--- src/hw/rtl/vfe_pkg.sv ---
package vfe_pkg;

    localparam int SAMPLE_BITS_DEF = 16;
    localparam int QUEUE_DEPTH     = 4;
    localparam int ADDR_W          = 5;

    localparam logic [30:0] SAT31        = 31'h7FFF_FFFF;
    localparam logic [30:0] MIN_MEAN_MAG = 31'd655;

    localparam logic [31:0] SCALE_RST = 32'h0100_0000;
    localparam logic [31:0] INV_RST   = 32'h0008_0000;
    localparam logic [30:0] THR_RST   = 31'd16384;

    typedef enum logic [2:0] {
        REG_SCALE = 3'd0,
        REG_INV   = 3'd1,
        REG_IEPE  = 3'd2,
        REG_GATE  = 3'd3,
        REG_THR   = 3'd4
    } t_reg;

    typedef struct packed {
        logic [31:0] inverse_count;
        logic        iepe_mode;
        logic        quiet_gate_enable;
        logic [30:0] quiet_threshold;
    } t_cfg;

    typedef struct packed {
        logic [31:0] mag;
        logic        neg;
        logic        last;
    } t_entry;

    function automatic logic [63:0] sat_add64(input logic [63:0] a, input logic [63:0] b);
        logic [64:0] s;
        s = {1'b0, a} + {1'b0, b};
        return s[64] ? 64'hFFFF_FFFF_FFFF_FFFF : s[63:0];
    endfunction

    // Joins the two partial products of a 64 by 32 product shifted right by 16 or 32.
    function automatic logic [63:0] mul_combine(input logic [63:0] p_hi,
                                                input logic [63:0] p_lo,
                                                input logic        s32);
        logic [63:0] r;
        if (s32) begin
            r = sat_add64(p_hi, {32'd0, p_lo[63:32]});
        end else if (p_hi[63:48] != 16'd0) begin
            r = 64'hFFFF_FFFF_FFFF_FFFF;
        end else begin
            r = sat_add64({p_hi[47:0], 16'd0}, {16'd0, p_lo[63:16]});
        end
        return r;
    endfunction

    function automatic logic [30:0] sat31(input logic [63:0] v);
        return (v[63:31] != 33'd0) ? SAT31 : v[30:0];
    endfunction

endpackage

--- src/hw/rtl/vfe_queue.sv ---
module vfe_queue (
    input  logic            i_clk,
    input  logic            i_rst_n,
    input  logic            i_push,
    input  vfe_pkg::t_entry i_entry,
    output logic            o_full,
    input  logic            i_pop,
    output vfe_pkg::t_entry o_entry,
    output logic            o_empty
);

    localparam int DEPTH = vfe_pkg::QUEUE_DEPTH;
    localparam int PW    = $clog2(DEPTH);

    vfe_pkg::t_entry r_mem [DEPTH];
    logic [PW-1:0]   r_wp;
    logic [PW-1:0]   r_rp;
    logic [PW:0]     r_cnt;
    logic            do_push;
    logic            do_pop;

    assign o_full  = (r_cnt == (PW+1)'(DEPTH));
    assign o_empty = (r_cnt == '0);
    assign o_entry = r_mem[r_rp];
    assign do_push = i_push && !o_full;
    assign do_pop  = i_pop && !o_empty;

    always_ff @(posedge i_clk) begin
        if (do_push) begin
            r_mem[r_wp] <= i_entry;
        end
    end

    always_ff @(posedge i_clk) begin
        if (!i_rst_n) begin
            r_wp  <= '0;
            r_rp  <= '0;
            r_cnt <= '0;
        end else begin
            if (do_push) begin
                r_wp <= (r_wp == PW'(DEPTH - 1)) ? '0 : r_wp + 1'b1;
            end
            if (do_pop) begin
                r_rp <= (r_rp == PW'(DEPTH - 1)) ? '0 : r_rp + 1'b1;
            end
            case ({do_push, do_pop})
                2'b10:   r_cnt <= r_cnt + 1'b1;
                2'b01:   r_cnt <= r_cnt - 1'b1;
                default: r_cnt <= r_cnt;
            endcase
        end
    end

endmodule

--- config.mk ---
export PLATFORM = sky130hd
export DESIGN_NAME = vfe_queue
export DESIGN_NICKNAME = d
export VERILOG_FILES = /design/src/hw/rtl/vfe_pkg.sv /design/src/hw/rtl/vfe_queue.sv
export SDC_FILE = /design/constraint.sdc
export NUM_CORES = 1
export LEC_CHECK = 0
export BUFFER_PORTS_ARGS = -buffer_cell sky130_fd_sc_hd__clkbuf_2
export CORE_MARGIN = 2
export CORE_UTILIZATION = 30
export DETAILED_ROUTE_END_ITERATION = 10
export HOLD_SLACK_MARGIN = 0.05
export SKIP_LAST_GASP = 1
export SLEW_MARGIN = 30
export SYNTH_ARGS = -nofsm -noshare
export SYNTH_HDL_FRONTEND = slang
export SYNTH_SLANG_ARGS = --single-unit
--- constraint.sdc ---
create_clock -name i_clk -period 2.8 [get_ports i_clk]
set_input_delay 0.28 -clock i_clk [delete_from_list [all_inputs] [get_ports i_clk]]
set_output_delay 0.28 -clock i_clk [all_outputs]
set_load 0.03 [all_outputs]
# Word-level counts from Yosys, hierarchy flattened
# Memories as Yosys holds them, arrays and structs flattened. A register that Yosys moved wholly into a read port is not among the register bits.
# Index checks and enable logic that the tools add are counted.
# word_totals
ff_bits,7
latchBits,0
ram_bits,136
romBits,0
mem_count,1
# op_classes
n_addsub,4
n_mul,0
n_div,0
order_cmp,0
n_eq_ne,5
shift,0
mux,7
bitwise,0
reduce_logical,6
# memory_table
memory,words,word_bits,rd,rd_clocked_by_memory_dff,wr,line_no,rtl
r_mem,4,34,1,1,1,vfe_queue.sv:15,vfe_pkg::t_entry r_mem [DEPTH];
# op_table
op,n
$mux W2,4
$eq A2 B2 Y1 const B,3
$pmux W3 S2,1
$add A2 B1 Y2 const B,2
$add A3 B1 Y3 const B,1
$eq A3 B3 Y1 const B,1
$logic_not A3 Y1,1
$sub A3 B1 Y3 const B,1
$eq A2 B1 Y1 const B,1
$logic_and A1 B1 Y1,2
$logic_not A1 Y1,2
$mux W1,2
$reduce_bool A2 Y1,1

# Longest topological paths before layout
# depth
depth_word,5
ltp_mapped,10
depth_no_buf,9

# Worst setup path after synthesis
# Ideal clock, no wire load.
# synth_timing
path_kind,register -> register
from,reg r_cnt[2]
to,reg r_cnt[2]
t_arrival_ns,2.287
path_slack_ns,0.437
stages_incl_launch_ff,11
path_buffers,1
cell_sequence,dfxtp_1 > nor3b_2 > nor2b_1 > buf_2 > inv_1 > ha_1 > inv_1 > fa_1 > xor2_1 > or3_1 > a21boi_0
# synth_via
elab_chain_len,5
# synth_rtl
item,line_no,rtl
start: declaration,vfe_queue.sv:18,logic [PW:0] r_cnt;
start signal: assignment,vfe_queue.sv:47,2'b10: r_cnt <= r_cnt + 1'b1;
start signal: assignment,vfe_queue.sv:48,2'b01: r_cnt <= r_cnt - 1'b1;
start signal: assignment,vfe_queue.sv:49,default: r_cnt <= r_cnt;
$eq A3 B3 Y1 (*),vfe_queue.sv:22,assign o_full = (r_cnt == (PW+1)'(DEPTH));
named net o_full,vfe_queue.sv:6,"output logic o_full,"
$logic_not A1 Y1 (*),vfe_queue.sv:25,assign do_push = i_push && !o_full;
$logic_and A1 B1 Y1 (*),vfe_queue.sv:25,
$eq A2 B1 Y1 / $eq A2 B2 Y1 (equally long branches),vfe_queue.sv:46,"case ({do_push, do_pop})"
$pmux W3 S2 / $reduce_bool A2 Y1 (equally long branches),-,
# The timed path passes the listed nets; every way through them passes the cells marked *.
# A chain may end at the register's enable or synchronous reset.

==> results.yml <==
critical_path:
  regToRegSetupSlack_ns: 0.59
  r2r-start: "r_cnt[2]"
  cpPeakStageDelay_ns: 0.63
  worstPathArrival_ns: 2.06
  cp.required_ns: 2.52
  worst_setup_path_end_kind: "output port"
  crit_slowest_cell: "mux4_1"
  ff2ff_path_depth: 9
  r2r-end: "r_cnt[2]"
  cp_cell_sequence: "buf_4 > mux4_1 > clkbuf_2"
  path_buf_inv: 2
  crit_type: "reg2out"
  cp_max_fo: 10
  crit_family: "multiplexers"
  start_kind: "flop"
final_layout:
  syn_to_final_growth_pct: 23.0
  diodes: 0
  n_fill_cell: 1668
  drive_gt1_share_pct: 44.4
  fin_area_um2: 6700
  nets: 370
  multi_input_area_um2: 1060
  ff_latch_area_um2: 4270
clocking:
  worstSkewPairLatency_ns: 0.41
  htree_levels: 4
  cts.path.max_buffers: 2
  numCtsBuffers: 17
  post_cts_resized: 0
  cts_tree: "yes"
  cts_sinks: 145
  post_cts_buffers: 0
  clockRootBuffer: "clkbuf_16"
  cts_hold_buf: 0
  path_clk_slew_ns: 0.06
yosys:
  synth_top_area_cell: "edfxtp_1"
  synth_flop_cell: "edfxtp_1"
  synth.most_common_cell: "edfxtp_1"
  ys_top_cells_by_count: "edfxtp_1 (136), mux4_2 (30), dfxtp_1 (9), inv_1 (7), nand2_1 (7)"
  netlist_area_um2: 5450
  ys_seq_area_share_pct: 78.3
  yosys_warnings: 0
  syn_inst: 234
  synth_edf_count: 136
  ys_top_cells_by_area: "edfxtp_1 (75%), mux4_2 (12%), dfxtp_1 (3.3%), mux4_1 (1.9%), ha_1 (1.4%)"
  async_flop_share_pct: 0
  synth_area_per_cell_um2: 23.3
  ys_ff_latch: 145
  ys_types: 25
  syn-num-nets: 279
  synth_top_area_share_pct: 74.9
power_and_ir_drop:
  pwr-share-comb_pct: 24.8
  p_per_area_nw_per_um2: 985
  power_switching_mw: 1.97
  switching_share_pct: 29.8
  clkPwrFrac_pct: 33.8
  p_int_mw: 4.63
  ir_drop_uv: 441
  power.leakage_nw: 2.31
  power_frac_seq_pct: 41.5
floorplan:
  core_um2: 17900
  row_count: 49
  fp.dieW_um: 139
  initial_core_util_pct: 30.4
  boundaryPins: 74
  die_h_um: 139
  die_area_um2: 19300
placement:
  gp_congestion: 0.753
  port_buffers: 73
  placed_cell_area_um2: 6100
  hpwl_mm: 6.32
routing:
  final_antenna_net_count: 0
  post_drt_via_cell_ratio: 4.52
  firstDrtPassIters: 4
  wl_per_cell_um: 17.7
  vias: 2563
  drtIter0Drc: 162
  drt-total-wl_mm: 10.0
  drcViolationCount: 0
timing:
  fmax_ghz: 0.427
  setup_viol: 0
  finalCritPeriodShare_pct: 83.7
  finalClockSkew_ns: 0.00514
  hold_viol: 0
  worst_pin_slew_ns: 0.643
  final_max_slew_viol_count: 0
  relSlewSlack_pct: 56.8
  tns_ns: 0
  rsz0062_at_grt: "no"
  layout_min_cycle_time_ns: 2.34
flow_run:
  cap_violations: 0
min_path:
  worstHoldPathCells: 1
  worstHoldStart: "i_entry[33]"
  hp-class: "in2reg"
  holdPathEnd: "r_mem[3][33]"
run_status:
  outcome: "complete, no violations"
global_route:
  gr-total-overflow: 0
  grt_max_degree: 35
  grtUsageTotal_pct: 11.0
  grt_pass1_vias: 2786
  grt_pass1_wl_mm: 15.5
  antenna_found_initial: 0
[power groups by stage]
stage | Combinational, mW | Sequential (mW) | Clock [mW]
2_1_floorplan | 1.29 | 2.72 | 0
3_3_place_gp | 1.65 | 2.77 | 0
3_5_place_dp | 1.67 | 2.79 | 0
4_1_cts | 1.68 | 2.74 | 2.28
5_1_grt | 1.74 | 2.77 | 2.37
6_report | 1.63 | 2.74 | 2.23
[layer usage]
metal  up-vias  GRT usage, %  routed length, µm
met1      1338          13.1               4250
met2        69          18.2               5130
li1       1144             -                  -
met5         -             0                  0
met4         0          3.83                111
met3        12          4.59                526
[kinds of logic (layout without fill, tap and decap cells)]
logic type	count (synthesis)	count (layout)	synth area share, %
compound gates	6	6	0.643
xor+xnor	2	2	0.322
fa+ha+maj	7	7	1.75
buf+inv	17	121	2.30
flops	145	145	78.3
mux	36	36	14.7
simple gates	21	21	2.04
[layout by cell type (no fill, tap or decap), drive strengths merged]
cell,n
a21boi,1
xor2,1
dfxtp,9
ha,6
inv,8
o31ai,1
clkinvlp,3
o21ai,4
nand3,2
nand2,7
nor2,2
nor2b,1
clkbuf,94
bufinv,2
buf,9
and2,6
edfxtp,136
xnor2,1
fa,1
clkinv,5
mux2i,2
nor3,1
mux4,34
or3,1
nor3b,1
[layout make-up]
type | count | area share, %
repair buffers | 82 | 6.83
clock buffers | 21 | 7.02
multi-input cells | 72 | 15.9
flip-flops and latches | 145 | 63.7
well taps | 229 | 4.27
inverters | 7 | 0.392
clock inverters | 11 | 1.94
[how the worst max path moves through the flow]
stage | from | to | slack [ns] | depth (start not counted)
floorplan | r_cnt[2] | r_cnt[2] | 0.44 | 10
finish | flop | o_entry[19] | 0.46 | 3
global placement | r_cnt[1] | r_cnt[2] | 0.76 | 8
detailed placement | r_cnt[1] | r_cnt[2] | 0.56 | 8
global route | flop | o_entry[19] | 0.31 | 3
CTS | flop | o_entry[19] | 0.39 | 3
[registers in the layout, summed over array words and instances (netlist names), named ones only]
name	flops
r_rp	2
r_mem	136
r_wp	2
r_cnt	3
[through the flow]
step	setup slack [ns]	util (%)	hold WS (ns)	power, mW	std cells
final	0.456	37.4	0.0840	6.60	567
after global routing	0.309	37.4	0.0677	6.87	567
after CTS	0.391	37.4	0.0680	6.70	567
after detailed placement	0.562	34.1	0.499	4.46	535
after global placement	0.756	34.1	0.489	4.42	535
after floorplan	0.437	-	0.379	4.01	234
Note: power is estimated with default switching activity, not from simulation.
