--- src/hw/rtl/vfe_pkg.sv ---
package vfe_pkg;

    localparam int SAMPLE_BITS_DEF = 16;
    localparam int QUEUE_DEPTH     = 4;
    localparam int ADDR_W          = 5;

    localparam logic [30:0] SAT31        = 31'h7FFF_FFFF;
    localparam logic [30:0] MIN_MEAN_MAG = 31'd655;

    localparam logic [31:0] SCALE_RST = 32'h0100_0000;
    localparam logic [31:0] INV_RST   = 32'h0008_0000;
    localparam logic [30:0] THR_RST   = 31'd16384;

    typedef enum logic [2:0] {
        REG_SCALE = 3'd0,
        REG_INV   = 3'd1,
        REG_IEPE  = 3'd2,
        REG_GATE  = 3'd3,
        REG_THR   = 3'd4
    } t_reg;

    typedef struct packed {
        logic [31:0] inverse_count;
        logic        iepe_mode;
        logic        quiet_gate_enable;
        logic [30:0] quiet_threshold;
    } t_cfg;

    typedef struct packed {
        logic [31:0] mag;
        logic        neg;
        logic        last;
    } t_entry;

    function automatic logic [63:0] sat_add64(input logic [63:0] a, input logic [63:0] b);
        logic [64:0] s;
        s = {1'b0, a} + {1'b0, b};
        return s[64] ? 64'hFFFF_FFFF_FFFF_FFFF : s[63:0];
    endfunction

    // Joins the two partial products of a 64 by 32 product shifted right by 16 or 32.
    function automatic logic [63:0] mul_combine(input logic [63:0] p_hi,
                                                input logic [63:0] p_lo,
                                                input logic        s32);
        logic [63:0] r;
        if (s32) begin
            r = sat_add64(p_hi, {32'd0, p_lo[63:32]});
        end else if (p_hi[63:48] != 16'd0) begin
            r = 64'hFFFF_FFFF_FFFF_FFFF;
        end else begin
            r = sat_add64({p_hi[47:0], 16'd0}, {16'd0, p_lo[63:16]});
        end
        return r;
    endfunction

    function automatic logic [30:0] sat31(input logic [63:0] v);
        return (v[63:31] != 33'd0) ? SAT31 : v[30:0];
    endfunction

endpackage

--- src/hw/rtl/vfe_front.sv ---
module vfe_front #(
    parameter int SAMPLE_BITS = vfe_pkg::SAMPLE_BITS_DEF
) (
    input  logic                          i_clk,
    input  logic                          i_rst_n,
    input  logic                          push,
    output logic                          full,
    input  logic signed [SAMPLE_BITS-1:0] i_raw_sample,
    input  logic                          i_last_sample,
    input  logic [31:0]                   i_sample_scale,
    output logic                          o_q_push,
    input  logic                          i_q_full,
    output vfe_pkg::t_entry               o_entry
);

    localparam int SW = SAMPLE_BITS + 24;
    localparam logic [SW-1:0] NEG_LIM = SW'(64'h8000_0000);
    localparam logic [SW-1:0] POS_LIM = SW'(64'h7FFF_FFFF);

    logic                        r_valid;
    vfe_pkg::t_entry             r_entry;
    logic                        neg;
    logic [SAMPLE_BITS-1:0]      rmag;
    logic [SAMPLE_BITS+31:0]     prod;
    logic [SW-1:0]               scaled;
    logic [31:0]                 mag;
    logic                        accept;

    assign neg    = i_raw_sample[SAMPLE_BITS-1];
    assign rmag   = neg ? (~i_raw_sample + 1'b1) : i_raw_sample;
    assign prod   = rmag * i_sample_scale;
    assign scaled = prod[SAMPLE_BITS+31:8];

    always_comb begin
        if (neg) begin
            mag = (scaled > NEG_LIM) ? 32'h8000_0000 : scaled[31:0];
        end else begin
            mag = (scaled > POS_LIM) ? 32'h7FFF_FFFF : scaled[31:0];
        end
    end

    assign full     = r_valid && i_q_full;
    assign accept   = push && !full;
    assign o_q_push = r_valid && !i_q_full;
    assign o_entry  = r_entry;

    always_ff @(posedge i_clk) begin
        if (!i_rst_n) begin
            r_valid <= 1'b0;
        end else begin
            if (accept) begin
                r_valid      <= 1'b1;
                r_entry.mag  <= mag;
                r_entry.neg  <= neg;
                r_entry.last <= i_last_sample;
            end else if (o_q_push) begin
                r_valid <= 1'b0;
            end
        end
    end

endmodule

--- config.mk ---
export PLATFORM = sky130hd
export DESIGN_NAME = vfe_front
export DESIGN_NICKNAME = d
export VERILOG_FILES = /design/src/hw/rtl/vfe_pkg.sv /design/src/hw/rtl/vfe_front.sv
export SDC_FILE = /design/constraint.sdc
export NUM_CORES = 1
export LEC_CHECK = 0
export BUFFER_PORTS_ARGS = -buffer_cell sky130_fd_sc_hd__buf_4
export CAP_MARGIN = 15
export CORE_MARGIN = 2
export CORE_UTILIZATION = 51
export DETAILED_ROUTE_END_ITERATION = 10
export GPL_ROUTABILITY_DRIVEN = 0
export PLACE_DENSITY = 0.76
export SLEW_MARGIN = 20
export SYNTH_ARGS = -nofsm -noshare
export SYNTH_HDL_FRONTEND = slang
export SYNTH_SLANG_ARGS = --single-unit
--- constraint.sdc ---
create_clock -name i_clk -period 10.9 [get_ports i_clk]
set_input_delay 1.09 -clock i_clk [delete_from_list [all_inputs] [get_ports i_clk]]
set_output_delay 1.09 -clock i_clk [all_outputs]
set_load 0.005 [all_outputs]
Word level (Yosys, flattened, before mapping) --
Cells that the tools add are included.
Cells by class: reductions and logical operators 7, multipliers 1, multiplexer cells 6, bitwise gates (word level) 1, add/subtract/negate cells 1, order comparisons 2
Operator list (count):
- 32-bit two-way mux | 3
- 16-bit by 32-bit multiplier with 48-bit output | 1
- 40-bit by 31-bit greater-than comparator with 1-bit output, second input constant | 1
- 40-bit by 32-bit greater-than comparator with 1-bit output, second input constant | 1
- 16-bit by 1-bit adder with 16-bit output, second input constant | 1
- 16-bit two-way mux | 1
- 16-bit NOT | 1
- 1-bit logical AND | 3
- 1-bit zero test | 2
- 1-bit two-way mux | 2
- 2-bit AND reduction | 1
- 2-bit nonzero test | 1
Word-level totals: logic and storage cells 22, flip-flop bits (word level) 35

Depth between registers and ports, before layout --
depth in word-level cells 7, gate-level depth with buffers 38, gate-level depth less buffers 33

Worst setup path before layout --
Ideal clock, no wire load.
path kind input -> register, start input i_raw_sample[0], end register r_entry, in the netlist o_entry[9] (data pin), setup time 0.277 ns, cell stages on the path 37, arrival 9.150 ns, data required time 10.623 ns, setup slack 1.473 ns, path buffers 6, cells stage by stage clkbuf_1 clkbuf_1 inv_1 ha_1 nand2_1 or3_1 nor3_1 nor2_1 or2_2 o41ai_1 xnor2_1 clkbuf_1 and2_1 fa_1 inv_1 fa_1 inv_1 fa_1 fa_1 fa_1 inv_1 fa_1 inv_1 ha_1 clkbuf_1 a21oi_1 o21ai_0 a22oi_1 or3b_1 buf_2 a21oi_2 mux2i_1 a211o_1 nor4b_2 a311oi_1 buf_4 a211oi_1
On the way: word-level cells in the longest chain between the ends 7
Ends and longest elaborated chain:
- start, declared | RTL line vfe_front.sv:8 | input logic signed [SAMPLE_BITS-1:0] i_raw_sample,
- 16-bit NOT | RTL line vfe_front.sv:30 | assign rmag = neg ? (~i_raw_sample + 1'b1) : i_raw_sample;
- 16-bit by 1-bit adder with 16-bit output | RTL line vfe_front.sv:30
- 16-bit two-way mux (*) | RTL line vfe_front.sv:30
- 16-bit by 32-bit multiplier with 48-bit output (*) | RTL line vfe_front.sv:31 | assign prod = rmag * i_sample_scale;
- 40-bit by 31-bit greater-than comparator with 1-bit output or 40-bit by 32-bit greater-than comparator with 1-bit output (tied branches) | RTL line vfe_front.sv:38, vfe_front.sv:36
- 32-bit two-way mux, on equally long branches | RTL line vfe_front.sv:38, vfe_front.sv:36
- 32-bit two-way mux (*) | RTL line vfe_front.sv:35 | if (neg) begin
- named net mag[7] | RTL line vfe_front.sv:26 | logic [31:0] mag;
- end, declared | RTL line vfe_front.sv:21 | vfe_pkg::t_entry r_entry;
The timed path passes the listed nets; every way through them passes the cells marked *. A chain may end at the register's enable or synchronous reset.

Worst setup path in the final report --
Ends and elaborated chain as after synthesis.

==> reports/qor.txt <==
Number of synthesized register bits -> 35
Final nets -> 2774
Vias in the first global route -> 16.9k
RSZ-0062 raised after global routing -> no
Post-layout min period -> 10360 ps
Worst-path clk slew -> 50 ps
First-pass GRT wire length -> 85400 um
Final period utilization -> 95.0%
Root buf cell -> clkbuf_16
Max frequency -> 96.6 MHz
Final Hold Violating Endpoints -> 0
Yosys top cell by area -> fa_1
Synthesized area per cell -> 8.56 sq um
Core Area -> 0.0364 sq mm
Commonest cells after routing, fill and taps aside -> 509 x inv_1, 419 x nand2_1, 417 x fa_1
Clk_skew -> 2.65 ps
Hold Path Class -> flop to flop
Remaining routing DRC violations -> 0
Mapped cell area -> 0.0188 sq mm
CTS Sinks -> 35
Final instance area -> 0.0200 sq mm
Slowest stage delay, CP -> 550 ps
Post-synth EDFFs -> 34
Via Count -> 15.2k
Outcome -> completed
Num ports -> 89
Worst Setup Path Type -> input pin to flop
Reg-to-Reg End -> o_entry[0]
Routed WL per cell -> 19.1 um
Slew Viols, Final -> 0
Ys flop type -> edfxtp_1
DP Wirelength -> 38900 um
Multi-input logic area -> 0.0155 sq mm
Share of layout cells above drive strength 1 -> 8.00%
CTS tree -> done
Largest fanout on the critical path -> 35
Most frequent CP cell -> inv_1
1st-iter DRT viols -> 1162
Worst setup endpoint -> o_entry[9]
Finish-stage setup viols -> 0
Worst Path Required -> 10880 ps
Placement row count -> 70
Routed vias/inst -> 5.72
TritonCTS buffer count -> 5
Crit path DAT -> 10340 ps
Fillcell total -> 3299
Cell variety after synth -> 71
Pre-antenna DRT Iters -> 7
Worst-Margin Slew -> 1110 ps
Ranking of synthesized cells by area -> fa_1 44%, inv_1 10%, nand2_1 8.4%
Worst Setup End Kind -> flop
Post-Syn Nets -> 2783
Initial antenna violation count -> 1
Area Overhead vs Synth -> 6.51%
Total wire length -> 50800 um
Ys async rst share -> 0%
Max Cap Viol -> 0
Clk_lat worst skew -> 280 ps
Yosys warnings -> 0
Gr usage total -> 28.0%
Post-synthesis sequential area ratio -> 5.54%
Vert. Die Dim -> 196 um
DP Area -> 0.0199 sq mm
Most common cell after layout, fill and taps aside -> inv_1
Post_cts resized -> 0
Cells on worst reg2reg path -> 3
Pin count of the biggest net entering global routing -> 37
Clock tree buffer depth -> 2
Startpoint Class -> input pin
Routed Antenna Nets -> 0
DIE AREA -> 0.0384 sq mm
Share of the synthesized area in the top cell type -> 44.4%
# diodes -> 0
Post-CTS Setup Inserts -> 0
Initial Utilization -> 51.6%
Die X -> 196 um
Setup_tns -> 0 ps
Reg-to-reg startpoint -> r_valid
CTS Hold Buffers Added -> 0
Slew headroom -> 25.7%
Post-Synthesis Cells -> 2195
Total congestion overflow -> 0
Register area -> 0.00104 sq mm
Setup crit start -> i_raw_sample[0]
IO Port Bufs -> 88
H-tree lvl count -> 2
Slowest cell on crit path -> fa_1
Worst reg2reg setup slack -> 9570 ps
[metrics by stage]
step	worst slack [ps]	hold WS [ps]	instances	utilization, %
3_5_place_dp	499	629	2647	54.5
2_1_floorplan	1470	588	2195	-
3_3_place_gp	691	600	2647	54.4
6_report	544	640	2655	54.9
5_1_grt	57.7	653	2655	54.9
4_1_cts	723	644	2655	54.9
[metal layers]
metal	vias to the layer above	wire length (um)	global-route usage (%)
li1	6585	-	-
met1	7707	19100	35.1
met2	731	25900	50.0
met3	175	3610	2.65
met4	0	2240	11.5
met5	-	0	0
[worst min path at each step]
stage | from | slack, ps | to | cells past startpoint
floorplan | r_valid | 590 | r_valid | 2
global placement | r_valid | 600 | r_valid | 2
detailed placement | r_valid | 630 | r_valid | 2
CTS | r_valid | 640 | r_valid | 2
global route | r_valid | 650 | r_valid | 2
finish | r_valid | 640 | r_valid | 2
[cell usage after synthesis, types with 3 or more instances]
library cell and n:
or2_2 3, a21oi_1 51, clkbuf_1 108, a221oi_2 3
a21o_1 11, a211oi_2 27, xor2_1 19, ha_1 118
fa_1 417, o21bai_1 4, nor2_1 41, o31ai_1 8
and3_1 8, mux2i_1 4, nor3_1 9, a211oi_1 13
o21a_1 10, or3_1 7, and2_1 172, nand2_1 419
o211a_1 3, buf_4 6, xnor2_1 32, edfxtp_1 34
inv_1 509, o211ai_1 10, a41o_1 3, o41ai_1 3
a31oi_1 8, nand3_1 12, nand4_1 21, buf_2 9
and4_1 6, o21ai_0 34, o2111ai_1 3, nor2b_1 5
a211o_1 3
[flip-flops by register name, indices dropped and copies added, names as in the netlist]
name,count
o_entry,34
r_valid,1
[worst max-delay path: cells and delay by family]
kind	cells	cell delay [ps]
AO/OA/AOI/OAI	8	2620
XOR/XNOR	2	380
adder cells (fa/ha/maj)	8	3410
buffers and inverters	9	1130
AND/OR/NAND/NOR	8	1670
[cell type report]
cell class | count | share of cell area [%]
clock buffer | 7 | 0.713
clock inverter | 1 | 0.0250
inverter | 509 | 9.55
multi-input combinational | 1527 | 77.4
sequential | 35 | 5.20
tap | 468 | 2.93
timing repair buffer | 108 | 4.18
[logic make-up after synthesis]
logic type               share of synthesized area (%)
adder cells (fa/ha/maj)                           52.3
AND/OR/NAND/NOR                                   17.9
AO/OA/AOI/OAI                                     8.71
buffers and inverters                             12.9
flip-flops                                        5.54
multiplexers                                     0.293
XOR/XNOR                                          2.38
Power is not shown: default switching activity piles up to over one toggle a cycle in this logic, so the estimate is an artifact.
